--- src/hw/rtl/ptig_pkg.sv ---
// Shared types and constants for the primitive triangulation index generator.
package ptig_pkg;

   // Index width on the result channel
   localparam int unsigned IDX_W = 16;

   // Command queue between front and back
   localparam int unsigned QUE_DEPTH = 4;
   localparam int unsigned QUE_PTR_W = $clog2(QUE_DEPTH);

   // Primitive mode register codes
   typedef enum logic [1:0] {
      MODE_QUADS      = 2'd0,
      MODE_QUAD_STRIP = 2'd1,
      MODE_POLYGON    = 2'd2,
      MODE_PASS       = 2'd3
   } prim_mode_type;

   // Kind of index run the back end has to expand
   typedef enum logic [2:0] {
      CMD_QUADS = 3'd0,
      CMD_STRIP = 3'd1,
      CMD_FAN   = 3'd2,
      CMD_PASS  = 3'd3,
      CMD_OVF   = 3'd4
   } cmd_kind_type;

   // One queued command: run kind and its base index
   typedef struct packed {
      cmd_kind_type      kind;
      logic [IDX_W-1:0]  idx;
   } cmd_type;

endpackage

--- src/hw/rtl/ptig_front.sv ---
// Front end: numbers vertices in the batch and classifies each into an index run.
module ptig_front #(
   parameter int unsigned MAX_VERTS = 65536
) (
   input  logic                    clock,
   input  logic                    reset,
   input  logic                    req_valid,
   input  logic                    req_first_vertex,
   output logic                    req_stall,
   input  ptig_pkg::prim_mode_type prim_mode,
   input  logic                    que_full,
   output logic                    que_push,
   output ptig_pkg::cmd_type       que_cmd
);
   import ptig_pkg::*;

   localparam int unsigned CNT_W = $clog2(MAX_VERTS + 1);

   logic [CNT_W-1:0] count_ff;
   logic [CNT_W-1:0] count_in;
   logic [CNT_W-1:0] vidx;
   logic             accept;
   logic             ovf;
   logic             emits;

   assign req_stall = que_full;
   assign accept    = req_valid && !que_full;

   // Index of the arriving vertex; restart puts it at zero
   assign vidx = req_first_vertex ? '0 : count_ff;
   assign ovf  = (vidx >= CNT_W'(MAX_VERTS));

   // Does this vertex complete a primitive under the current mode
   always_comb begin
      emits = 1'b0;
      if (ovf) begin
         emits = 1'b1;
      end else begin
         unique case (prim_mode)
            MODE_QUADS:      emits = (vidx[1:0] == 2'b11);
            MODE_QUAD_STRIP: emits = (vidx >= CNT_W'(3)) && vidx[0];
            MODE_POLYGON:    emits = (vidx >= CNT_W'(2));
            MODE_PASS:       emits = 1'b1;
            default:         emits = 1'b0;
         endcase
      end
   end

   // Command toward the back end
   always_comb begin
      que_cmd.kind = CMD_PASS;
      que_cmd.idx  = IDX_W'(vidx);
      if (ovf) begin
         que_cmd.kind = CMD_OVF;
         que_cmd.idx  = '0;
      end else begin
         unique case (prim_mode)
            MODE_QUADS: begin
               que_cmd.kind = CMD_QUADS;
               que_cmd.idx  = IDX_W'(vidx) - IDX_W'(3);
            end
            MODE_QUAD_STRIP: begin
               que_cmd.kind = CMD_STRIP;
               que_cmd.idx  = IDX_W'(vidx) - IDX_W'(3);
            end
            MODE_POLYGON: que_cmd.kind = CMD_FAN;
            MODE_PASS:    que_cmd.kind = CMD_PASS;
            default:      que_cmd.kind = CMD_PASS;
         endcase
      end
   end

   assign que_push = accept && emits;

   // Batch counter, saturating at capacity
   assign count_in = ovf ? CNT_W'(MAX_VERTS) : vidx + CNT_W'(1);

   always_ff @(posedge clock) begin
      if (reset) begin
         count_ff <= '0;
      end else if (accept) begin
         count_ff <= count_in;
      end
   end

endmodule

--- src/hw/rtl/ptig_queue.sv ---
// Short command queue decoupling the front end from the back end.
module ptig_queue (
   input  logic              clock,
   input  logic              reset,
   input  logic              push,
   input  ptig_pkg::cmd_type push_cmd,
   input  logic              pop,
   output ptig_pkg::cmd_type head_cmd,
   output logic              empty,
   output logic              full
);
   import ptig_pkg::*;

   cmd_type              slot_ff [QUE_DEPTH];
   logic [QUE_PTR_W-1:0] wr_ptr_ff;
   logic [QUE_PTR_W-1:0] rd_ptr_ff;
   logic [QUE_PTR_W:0]   fill_ff;
   logic [QUE_PTR_W:0]   fill_in;
   logic                 do_push;
   logic                 do_pop;

   assign empty    = (fill_ff == '0);
   assign full     = (fill_ff == (QUE_PTR_W+1)'(QUE_DEPTH));
   assign head_cmd = slot_ff[rd_ptr_ff];
   assign do_push  = push && !full;
   assign do_pop   = pop && !empty;

   always_comb begin
      fill_in = fill_ff;
      if (do_push && !do_pop) begin
         fill_in = fill_ff + (QUE_PTR_W+1)'(1);
      end else if (do_pop && !do_push) begin
         fill_in = fill_ff - (QUE_PTR_W+1)'(1);
      end
   end

   // Pointers and fill level
   always_ff @(posedge clock) begin
      if (reset) begin
         wr_ptr_ff <= '0;
         rd_ptr_ff <= '0;
         fill_ff   <= '0;
      end else begin
         if (do_push) wr_ptr_ff <= wr_ptr_ff + QUE_PTR_W'(1);
         if (do_pop)  rd_ptr_ff <= rd_ptr_ff + QUE_PTR_W'(1);
         fill_ff <= fill_in;
      end
   end

   // Storage, no reset needed
   always_ff @(posedge clock) begin
      if (do_push) begin
         slot_ff[wr_ptr_ff] <= push_cmd;
      end
   end

endmodule

--- src/hw/rtl/ptig_back.sv ---
// Back end: expands each queued command into its run of result beats.
module ptig_back (
   input  logic                   clock,
   input  logic                   reset,
   input  ptig_pkg::cmd_type      head_cmd,
   input  logic                   head_valid,
   output logic                   que_pop,
   output logic                   rsp_valid,
   input  logic                   rsp_stall,
   output logic [ptig_pkg::IDX_W-1:0] rsp_vert_index,
   output logic                   rsp_last_of_run,
   output logic                   rsp_overflow
);
   import ptig_pkg::*;

   logic [2:0]       step_ff;
   logic [2:0]       step_in;
   logic [2:0]       last_step;
   logic [1:0]       offset;
   logic [IDX_W-1:0] idx_in;
   logic             ovf_in;
   logic             last_in;
   logic             load;
   logic             valid_ff;
   logic [IDX_W-1:0] idx_ff;
   logic             last_ff;
   logic             ovf_ff;

   assign load = !valid_ff || !rsp_stall;

   // Per-kind run length and index for the current step
   always_comb begin
      last_step = 3'd0;
      offset    = 2'd0;
      idx_in    = head_cmd.idx;
      ovf_in    = 1'b0;
      unique case (head_cmd.kind)
         CMD_QUADS: begin
            last_step = 3'd5;
            case (step_ff)
               3'd1:    offset = 2'd1;
               3'd2:    offset = 2'd2;
               3'd4:    offset = 2'd2;
               3'd5:    offset = 2'd3;
               default: offset = 2'd0;
            endcase
            idx_in = head_cmd.idx + IDX_W'(offset);
         end
         CMD_STRIP: begin
            last_step = 3'd5;
            case (step_ff)
               3'd1:    offset = 2'd1;
               3'd2:    offset = 2'd3;
               3'd4:    offset = 2'd3;
               3'd5:    offset = 2'd2;
               default: offset = 2'd0;
            endcase
            idx_in = head_cmd.idx + IDX_W'(offset);
         end
         CMD_FAN: begin
            last_step = 3'd2;
            case (step_ff)
               3'd0:    idx_in = '0;
               3'd1:    idx_in = head_cmd.idx - IDX_W'(1);
               default: idx_in = head_cmd.idx;
            endcase
         end
         CMD_PASS: last_step = 3'd0;
         CMD_OVF: begin
            last_step = 3'd0;
            idx_in    = '0;
            ovf_in    = 1'b1;
         end
         default: last_step = 3'd0;
      endcase
   end

   assign last_in = (step_ff == last_step);
   assign que_pop = load && head_valid && last_in;
   assign step_in = last_in ? 3'd0 : step_ff + 3'd1;

   // Step counter and output valid
   always_ff @(posedge clock) begin
      if (reset) begin
         step_ff  <= '0;
         valid_ff <= 1'b0;
      end else if (load) begin
         valid_ff <= head_valid;
         if (head_valid) step_ff <= step_in;
      end
   end

   // Output payload register
   always_ff @(posedge clock) begin
      if (load && head_valid) begin
         idx_ff  <= idx_in;
         last_ff <= last_in;
         ovf_ff  <= ovf_in;
      end
   end

   assign rsp_valid       = valid_ff;
   assign rsp_vert_index  = idx_ff;
   assign rsp_last_of_run = last_ff;
   assign rsp_overflow    = ovf_ff;

endmodule

--- src/hw/rtl/primitive_triangulation_index_gen.sv ---
// Top level: mode register, front end, command queue and back end.
// Throughput: one vertex per cycle in while the queue is not full, one result beat per
// cycle out while rsp_stall is low; the back end's expander sets the rate in beats per
// vertex: quads 1.5, quad strip 3, polygon 3, pass-through 1.
// A four-entry command queue lets the front end take vertices while results wait.
// Synchronous reset clears the batch count, queue and output valid; mode resets to pass.
module primitive_triangulation_index_gen #(
   parameter int unsigned MAX_VERTS = 65536
) (
   input  logic        clock,
   input  logic        reset,
   input  logic        csr_wr_en,
   input  logic [1:0]  csr_wr_data,
   input  logic        req_valid,
   output logic        req_stall,
   input  logic        req_first_vertex,
   output logic        rsp_valid,
   input  logic        rsp_stall,
   output logic [15:0] rsp_vert_index,
   output logic        rsp_last_of_run,
   output logic        rsp_overflow
);
   import ptig_pkg::*;

   prim_mode_type mode_ff;
   logic          que_push;
   logic          que_pop;
   logic          que_empty;
   logic          que_full;
   cmd_type       push_cmd;
   cmd_type       head_cmd;

   // Mode register
   always_ff @(posedge clock) begin
      if (reset) begin
         mode_ff <= MODE_PASS;
      end else if (csr_wr_en) begin
         mode_ff <= prim_mode_type'(csr_wr_data);
      end
   end

   ptig_front #(
      .MAX_VERTS (MAX_VERTS)
   ) u_front (
      .clock            (clock),
      .reset            (reset),
      .req_valid        (req_valid),
      .req_first_vertex (req_first_vertex),
      .req_stall        (req_stall),
      .prim_mode        (mode_ff),
      .que_full         (que_full),
      .que_push         (que_push),
      .que_cmd          (push_cmd)
   );

   ptig_queue u_queue (
      .clock    (clock),
      .reset    (reset),
      .push     (que_push),
      .push_cmd (push_cmd),
      .pop      (que_pop),
      .head_cmd (head_cmd),
      .empty    (que_empty),
      .full     (que_full)
   );

   ptig_back u_back (
      .clock           (clock),
      .reset           (reset),
      .head_cmd        (head_cmd),
      .head_valid      (!que_empty),
      .que_pop         (que_pop),
      .rsp_valid       (rsp_valid),
      .rsp_stall       (rsp_stall),
      .rsp_vert_index  (rsp_vert_index),
      .rsp_last_of_run (rsp_last_of_run),
      .rsp_overflow    (rsp_overflow)
   );

`ifndef ASSERT_OFF
   // Overflow beat is always a single-beat run with a zero index
   a_ovf_beat: assert property (@(posedge clock) disable iff (reset)
      rsp_valid && rsp_overflow |-> rsp_last_of_run && (rsp_vert_index == '0))
      else $error("overflow beat malformed");

   // A run continues without a bubble: its command stays queued until the last beat
   a_run_gapless: assert property (@(posedge clock) disable iff (reset)
      rsp_valid && !rsp_last_of_run |=> rsp_valid)
      else $error("bubble inside an index run");

   // Front end never pushes into a full queue
   a_no_push_full: assert property (@(posedge clock) disable iff (reset)
      que_push |-> !que_full)
      else $error("push into full command queue");

   // Mid-run the command queue cannot be empty
   a_head_held: assert property (@(posedge clock) disable iff (reset)
      rsp_valid && !rsp_last_of_run |-> !que_empty)
      else $error("run head lost from queue");
`endif

endmodule

--- config.mk ---
export PLATFORM = sky130hd
export DESIGN_NAME = primitive_triangulation_index_gen
export DESIGN_NICKNAME = d
export VERILOG_FILES = /design/src/hw/rtl/ptig_pkg.sv /design/src/hw/rtl/ptig_front.sv /design/src/hw/rtl/ptig_queue.sv /design/src/hw/rtl/ptig_back.sv /design/src/hw/rtl/primitive_triangulation_index_gen.sv
export SDC_FILE = /design/constraint.sdc
export NUM_CORES = 1
export LEC_CHECK = 0
export BUFFER_PORTS_ARGS = -buffer_cell sky130_fd_sc_hd__buf_2
export CAP_MARGIN = 20
export CORE_ASPECT_RATIO = 0.6
export CORE_MARGIN = 1
export CORE_UTILIZATION = 53
export DETAILED_ROUTE_END_ITERATION = 16
export PLACE_DENSITY = 0.75
export REMOVE_ABC_BUFFERS = 1
export SLEW_MARGIN = 20
export SYNTH_ARGS = -nofsm -noshare
export SYNTH_HDL_FRONTEND = slang
export SYNTH_SLANG_ARGS = --single-unit
--- constraint.sdc ---
create_clock -name clock -period 4.7 [get_ports clock]
set_input_delay 0.47 -clock clock [delete_from_list [all_inputs] [get_ports clock]]
set_output_delay 0.47 -clock clock [all_outputs]
set_load 0.03 [all_outputs]
==> metrics.md, run 1 <==
| Metric | Value |
|---|---|
| Run status | `complete, no violations` |
| Clock tree buffer depth | `2` |
| Startpoint types | `register` |
| Setup-failing EPs final | `0` |
| Tmin final | `3.88 ns` |
| Cts bufs inserted | `17` |
| Routed WL per cell | `18.0 um` |
| H-tree depth | `4` |
| Final wirelength | `14600 um` |
| Starting density of the core | `55.2%` |
| Switch Pwr | `1.32 mW` |
| Drt initial violations | `545` |
| Max Clk Rate | `258 MHz` |
| RSZ-0062 raised after global routing | `no` |
| Flop pwr share | `36.8%` |
| Most frequent cells in the layout | `94 x edfxtp_1, 70 x nor2_1, 36 x nand2_1, 32 x dfxtp_1, 31 x a21oi_1` |
| Root buffer cell | `clkbuf_16` |
| Synth Flop Type | `edfxtp_1` |
| Switch share | `33.2%` |
| Fillers | `982` |
| DP HPWL | `9720 um` |
| Top cell by count, worst path | `nor2_1` |
| Max-slew violation count | `0` |
| Place WS | `0.893 ns` |
| Largest net degree at the start of global routing | `35` |
| Max transition margin | `42.0%` |
| Max stage delay on crit path | `0.76 ns` |
| Synth cell types | `63` |
| Post-CTS Setup Inserts | `0` |
| MaxCap Viol Count | `0` |
| Synthesized flop and latch total | `126` |
| Crit path capture type | `register` |
| Worst Hold Class | `input pin to register` |
| Post-route cell area | `0.00763 mm^2` |
| Residual overflow from global routing | `0` |
| Io pins | `28` |
| Met1 Track Usage GR | `33.9%` |
| Max FO, Critical Path | `11` |
| Power density cells | `522 mW/mm^2` |
| Final hold vios | `0` |
| Clock transition at path regs | `0.06 ns` |
| Required @ worst endpoint | `4.86 ns` |
| Crit path DAT | `4.04 ns` |
| Num rows | `31` |
| Antenna-violating nets left | `0` |
| Yosys top cell by area | `edfxtp_1` |
| First-pass GRT wire length | `23200 um` |
| Setup ws final | `0.819 ns` |
| Multi-input gate area | `0.00305 mm^2` |
| # hold bufs at CTS | `0` |
| GPL Wtd Cong | `0.881` |
| Internal | `2.66 mW` |
| Port buffer count | `27` |
| Core Region | `0.0123 mm^2` |
| Final period utilization | `82.6%` |
| Vias in the first global route | `4452` |
| Maximum VDD drop | `0.000265 V` |
| Die area | `0.0132 mm^2` |
| Max Clock Skew | `0.0162 ns` |
| Post_cts resized | `0` |
| Comb power frac | `31.0%` |
| Clock network power share | `32.2%` |
| Slew @ Worst Pin | `0.868 ns` |
| Global Route met2 Usage | `34.8%` |
| Synthesized area per cell | `11.1 um^2` |
| Post-synth EDFFs | `94` |
| DRC viols | `0` |
| Area of placed instances | `0.00704 mm^2` |
| Initial antenna violation count | `0` |
| Critical-path cell list | `mux4_1 -> nor2_1 -> nand2_1 -> nor2_1 -> o22a_1 -> ha_1 -> inv_1 -> fa_1 -> nand4b_1 -> nor4_1 -> xor2_1 -> a22oi_1 -> o21ai_0` |
| Layout cells sized above 1 | `15.3%` |
| CTS tree | `yes` |
| Main area contributors after synthesis | `edfxtp_1 42%, dfxtp_1 9.5%, mux4_2 4.7%` |
| CTS sink cnt | `126` |
| Total track usage | `23.6%` |
| Register area | `0.00346 mm^2` |
| Setup TNS | `0 ns` |
| CP max-delay cell | `mux4_1` |
| Horiz. Die Dim | `148 um` |
| Commonest non-fill, non-tap cell in the layout | `edfxtp_1` |
| Via count | `4916` |
| Drt pass-1 iters | `5` |
| P&R area growth vs syn | `12.8%` |
| Grt peak-use layer | `met2` |
| CP Class | `register to register` |
| Register area share after synthesis | `51.2%` |
| Leakage Power | `2.71 nW` |
| Async SR Flop Fraction | `0%` |
| Antenna cells | `0` |
| Post-synth top area share | `41.7%` |
| Fin nets | `656` |
| Die Span Y | `89.5 um` |
| Grt met3 use | `6.38%` |
| Yosys Warn Count | `0` |
| Worst-Skew Late Latency | `0.42 ns` |
| Post-Syn Area | `0.00677 mm^2` |
| Vias/cell | `6.07` |
| Cell count after synthesis | `610` |
==> registers in the layout (all words and copies together), names as in the netlist, named ones only <==
register                flops
u_back.rsp_overflow         1
u_queue.wr_ptr_ff           2
u_queue.fill_ff             3
u_front.count_ff           17
u_back.step_ff              3
u_back.rsp_vert_index      16
u_back.rsp_valid            1
mode_ff                     2
u_queue.slot_ff            76
u_queue.rd_ptr_ff           2
u_back.rsp_last_of_run      1
==> path summary, 6_finish.rpt <==
check,from,to,slack [ns],depth (start not counted)
setup / recovery,register,u_back.rsp_vert_index[14],0.82,13
hold / removal,csr_wr_data[1],mode_ff[1],0.27,2
setup reg to reg,register,u_back.rsp_vert_index[14],0.82,13
hold reg to reg,u_back.rsp_valid,u_back.rsp_valid,0.48,2
==> synthesized netlist by cell type, types with 5 or more instances <==
cell	instances
mux4_1	6
nand3_1	8
xnor2_1	16
clkbuf_1	29
or3_1	5
edfxtp_1	94
ha_1	14
inv_1	24
o211ai_1	5
nand2b_1	8
and3_1	7
mux2_2	5
a22oi_1	8
nand4_1	10
and2_1	6
mux2i_1	8
dfxtp_1	32
nor3_1	21
nor2_1	70
xor2_1	17
o21ai_0	25
a21oi_1	31
nor2b_1	18
nor4_1	7
nand2_1	36
a21o_1	5
nor3b_1	7
mux4_2	14
==> layout make-up <==
type                       count  area share, %
tap                          165           2.71
inverter                      24           1.18
clock inverter                 4          0.262
timing repair buffer          40           3.05
sequential                   126           45.4
clock buffer                  28           7.49
multi-input combinational    423           39.9
==> power groups by stage <==
stage	clock network [mW]	logic, mW	registers (mW)
finish	1.28	1.24	1.47
global placement	0	1.19	1.48
detailed placement	0	1.21	1.49
CTS	1.30	1.23	1.47
floorplan	0	0.710	1.68
global route	1.35	1.35	1.49
==> metrics by stage <==
| step | utilization, % | instances | hold slack [ns] | total power, mW |
|---|---|---|---|---|
| after global placement | 57.4 | 778 | 0.452 | 2.67 |
| after global routing | 62.3 | 810 | 0.253 | 4.18 |
| after floorplan | - | 573 | 0.461 | 2.39 |
| final | 62.3 | 810 | 0.271 | 3.99 |
| after detailed placement | 57.4 | 778 | 0.470 | 2.70 |
| after CTS | 62.3 | 810 | 0.253 | 4.00 |
==> per-layer routing <==
| layer | vias up | part of all wire [%] |
|---|---|---|
| li1 | 2315 | - |
| met1 | 2403 | 48 |
| met4 | 0 | 0.88 |
| met2 | 186 | 44 |
| met5 | - | 0 |
| met3 | 12 | 7.3 |
==> cells by family after synthesis <==
logic type / after synthesis / synth area share, %
compound gates: 116 / 11.1
flops: 126 / 51.2
fa+ha+maj: 17 / 3.33
mux: 33 / 9.01
simple gates: 224 / 17.3
buf+inv: 61 / 3.77
xor+xnor: 33 / 4.27
==> worst max-delay path: cells and delay by family, from the launching register on <==
| family | cells | cell delay [ns] |
|---|---|---|
| buffers and inverters | 1 | 0.06 |
| adders and majority gates | 2 | 0.58 |
| and+or+nand+nor | 5 | 1.28 |
| AOI/OAI and AO/OA | 3 | 0.42 |
| DFF | 1 | 0.42 |
| muxes | 1 | 0.76 |
| xor gates and xnor gates | 1 | 0.11 |
(Power assumes the default switching activity.)
==> run 2, diff against run 1 <==
==> constraint.sdc (replaced) <==
create_clock -name clock -period 3.8 [get_ports clock]
set_input_delay 0.38 -clock clock [delete_from_list [all_inputs] [get_ports clock]]
set_output_delay 0.38 -clock clock [all_outputs]
set_load 0.03 [all_outputs]
==> run 2 against run 1 <==
Net effect: global-route usage up 1.4 points; worst setup slack got worse by 0.62 ns; total power up 27%; non-clock buffer count increased by 3; sequential power is 24% higher; clock power is 32% higher; sequential share of layout area shrank 0.21 points; worst hold slack got worse by 0.095 ns; design area grew 0.48%; critical path depth increased by 1; via count up 2.5%; sequential cell count did not move; critical path type unchanged; largest cell class unchanged; highest routed layer unchanged.
==> metrics.md, run 2 (synthesis gave the netlist of run 1 again) <==
| Metric | Value |
|---|---|
| Run status | `complete, no violations` |
| Final period utilization | `94.8% (+12 points)` |
| P&R area growth vs syn | `13.3%` |
| Core Region | `0.0123 mm^2 (unchanged)` |
| Starting density of the core | `55.2% (unchanged)` |
| Switch Pwr | `1.68 mW (+27%)` |
| Final hold vios | `0 (unchanged)` |
| Total track usage | `24.9% (+1.4 points)` |
| First-pass GRT wire length | `24600 um (+5.8%)` |
| Crit path capture type | `register` |
| Crit path depth | `14 (+1)` |
| Die area | `0.0132 mm^2 (unchanged)` |
| DRC viols | `0 (unchanged)` |
| Max-slew violation count | `0 (unchanged)` |
| Setup-failing EPs final | `0 (unchanged)` |
| Num rows | `31 (unchanged)` |
| Vias in the first global route | `4606 (+3.5%)` |
| Non-filler cells, final | `813 (+0.37%)` |
| CP max-delay cell | `mux4_1` |
| Most frequent cells in the layout | `94 x edfxtp_1, 70 x nor2_1, 36 x nand2_1, 32 x dfxtp_1, 31 x a21oi_1` |
| CTS sink cnt | `126 (unchanged)` |
| Drt initial violations | `517 (-5.1%)` |
| Startpoint types | `register` |
| Cell depth of the worst flop-to-flop path | `14 (+1)` |
| Worst Path Buf+Inv | `2 (+1)` |
| Drt pass-1 iters | `5 (unchanged)` |
| Hold Slack | `0.176 ns (-0.0951 ns)` |
| Layout cells sized above 1 | `16.2% (+0.85 points)` |
| Post-layout util | `62.6% (+0.30 points)` |
| Leakage Power | `2.72 nW (+0.34%)` |
| Port buffer count | `27 (unchanged)` |
| Top cell by count, worst path | `nor2_1` |
| MaxCap Viol Count | `0 (unchanged)` |
| # hold bufs at CTS | `0 (unchanged)` |
| Worst-Skew Late Latency | `0.41 ns (about the same)` |
| Max Clk Rate | `278 MHz (+7.8%)` |
| Max FO, Critical Path | `6 (-5)` |
| RR Endpoint | `u_back.rsp_vert_index[14]` |
| Internal reg-to-reg setup slack | `0.20 ns (-0.62 ns)` |
| Slew @ Worst Pin | `1.05 ns (+0.177 ns)` |
| Largest register FFs | `76 (unchanged)` |
| Place WS | `0.182 ns (-0.711 ns)` |
| H-tree depth | `4 (unchanged)` |
| CP endpoint | `u_back.rsp_vert_index[14]` |
| CP Class | `register to register` |
| Via count | `5039 (+2.5%)` |
| Worst Hold Class | `input pin to register` |
| Horiz. Die Dim | `148 um (unchanged)` |
| Initial antenna violation count | `0 (unchanged)` |
| Switch share | `33.3% (+0.077 points)` |
| Clock transition at path regs | `0.06 ns (about the same)` |
| Post_cts resized | `0 (unchanged)` |
| Vias/cell | `6.20 (+2.1%)` |
| Most flops, register | `u_queue.slot_ff` |
| Commonest non-fill, non-tap cell in the layout | `edfxtp_1` |
| Largest net degree at the start of global routing | `37 (+5.7%)` |
| Max transition margin | `30.3% (-12 points)` |
| Antenna-violating nets left | `0 (unchanged)` |
| Maximum VDD drop | `0.000338 V (+28%)` |
| Antenna cells | `0 (unchanged)` |
| Required @ worst endpoint | `3.95 ns (-0.91 ns)` |
| Power density cells | `659 mW/mm^2 (+26%)` |
| Clock tree buffer depth | `2 (unchanged)` |
| CTS tree | `yes` |
| Kind of cell adding the most delay to the critical path | `simple AND/OR/NAND/NOR gates` |
| Crit path DAT | `3.75 ns (-0.29 ns)` |
| RSZ-0062 raised after global routing | `no` |
| Internal | `3.37 mW (+27%)` |
| Clock network power share | `33.4% (+1.2 points)` |
| DP HPWL | `10400 um (+7.2%)` |
| Flop pwr share | `36.1% (-0.7 points)` |
| Cts bufs inserted | `17 (unchanged)` |
| Fin nets | `659 (+0.46%)` |
| Final wirelength | `15800 um (+8.2%)` |
| Io pins | `28 (unchanged)` |
| Max stage delay on crit path | `0.63 ns (-0.13 ns)` |
| Tmin final | `3.60 ns (-0.280 ns)` |
| Setup ws final | `0.199 ns (-0.620 ns)` |
| Die Span Y | `89.5 um (unchanged)` |
| Root buffer cell | `clkbuf_16` |
| Max Clock Skew | `0.00834 ns (-0.00788 ns)` |
| Post-route cell area | `0.00767 mm^2 (+0.48%)` |
| Routed WL per cell | `19.4 um (+7.8%)` |
| Comb power frac | `30.6% (-0.4 points)` |
| Placed cell count | `780 (+0.26%)` |
| GPL Wtd Cong | `0.843 (-4.2%)` |
| Critical-path cell list | `mux4_1 -> nor2_1 -> nand2_1 -> nor2_1 -> o22a_1 -> ha_1 -> inv_1 -> fa_1 -> nand4b_1 -> buf_4 -> nor4_1 -> xor2_1 -> a22oi_1 -> o21ai_0` |
| Residual overflow from global routing | `0 (unchanged)` |
| Area of placed instances | `0.00705 mm^2 (+0.21%)` |
[run 2: cell types whose count changed in the layout (fill, tap and decap cells not counted), sizes merged]
cell | previous run | this run
clkbuf | 28 | 19
bufinv | 0 | 4
clkinvlp | 0 | 3
clkinv | 4 | 6
buf | 40 | 43
[run 2: stage by stage]
stage | total power [mW] | TNS (ns)
final | 5.05 | 0
after global placement | 3.32 | 0
after floorplan | 2.96 | -4.28
after global routing | 5.28 | 0
after detailed placement | 3.37 | 0
after CTS | 5.05 | 0
[run 2: worst min path at each step]
stage / startpoint / endpoint / slack, ns / cells past startpoint
4_1_cts: csr_wr_data[1] / mode_ff[1] / 0.16 / 2
3_3_place_gp: u_back.rsp_valid / u_back.rsp_valid / 0.45 / 2
3_5_place_dp: u_back.rsp_valid / u_back.rsp_valid / 0.46 / 2
6_report: csr_wr_data[1] / mode_ff[1] / 0.18 / 2
2_1_floorplan: reset / u_back.rsp_valid / 0.45 / 1
5_1_grt: csr_wr_data[1] / mode_ff[1] / 0.17 / 2
[run 2: layout make-up]
cell class	instances	area, um^2
Sequential cell	126	3460
Fill cell	956	4590
Tap cell	165	206
Clock inverter	13	171
Multi-Input combinational cell	423	3050
Timing Repair Buffer	43	255
Clock buffer	19	433
Inverter	24	90.1
[run 2: per-layer routing]
metal  GRT usage (%)  up-vias  part of all wire [%]
li1                -     2312                     -
met1            34.9     2504                    46
met2            38.8      207                    46
met3            5.97       16                   7.7
met4            7.69        0                  0.84
met5               0        -                     0
[run 2: repair_timing]
action | CTS | global route
endpoints found under the hold margin | 0 | 0
setup endpoints to repair | 0 | 2
setup buffers | 0 | 1
[run 2: power groups by stage]
stage	clock [mW]	combinational [mW]	sequential [mW]
detailed placement	0	1.52	1.85
global route	1.76	1.68	1.85
global placement	0	1.48	1.84
finish	1.69	1.55	1.82
floorplan	0	0.878	2.08
CTS	1.70	1.53	1.82
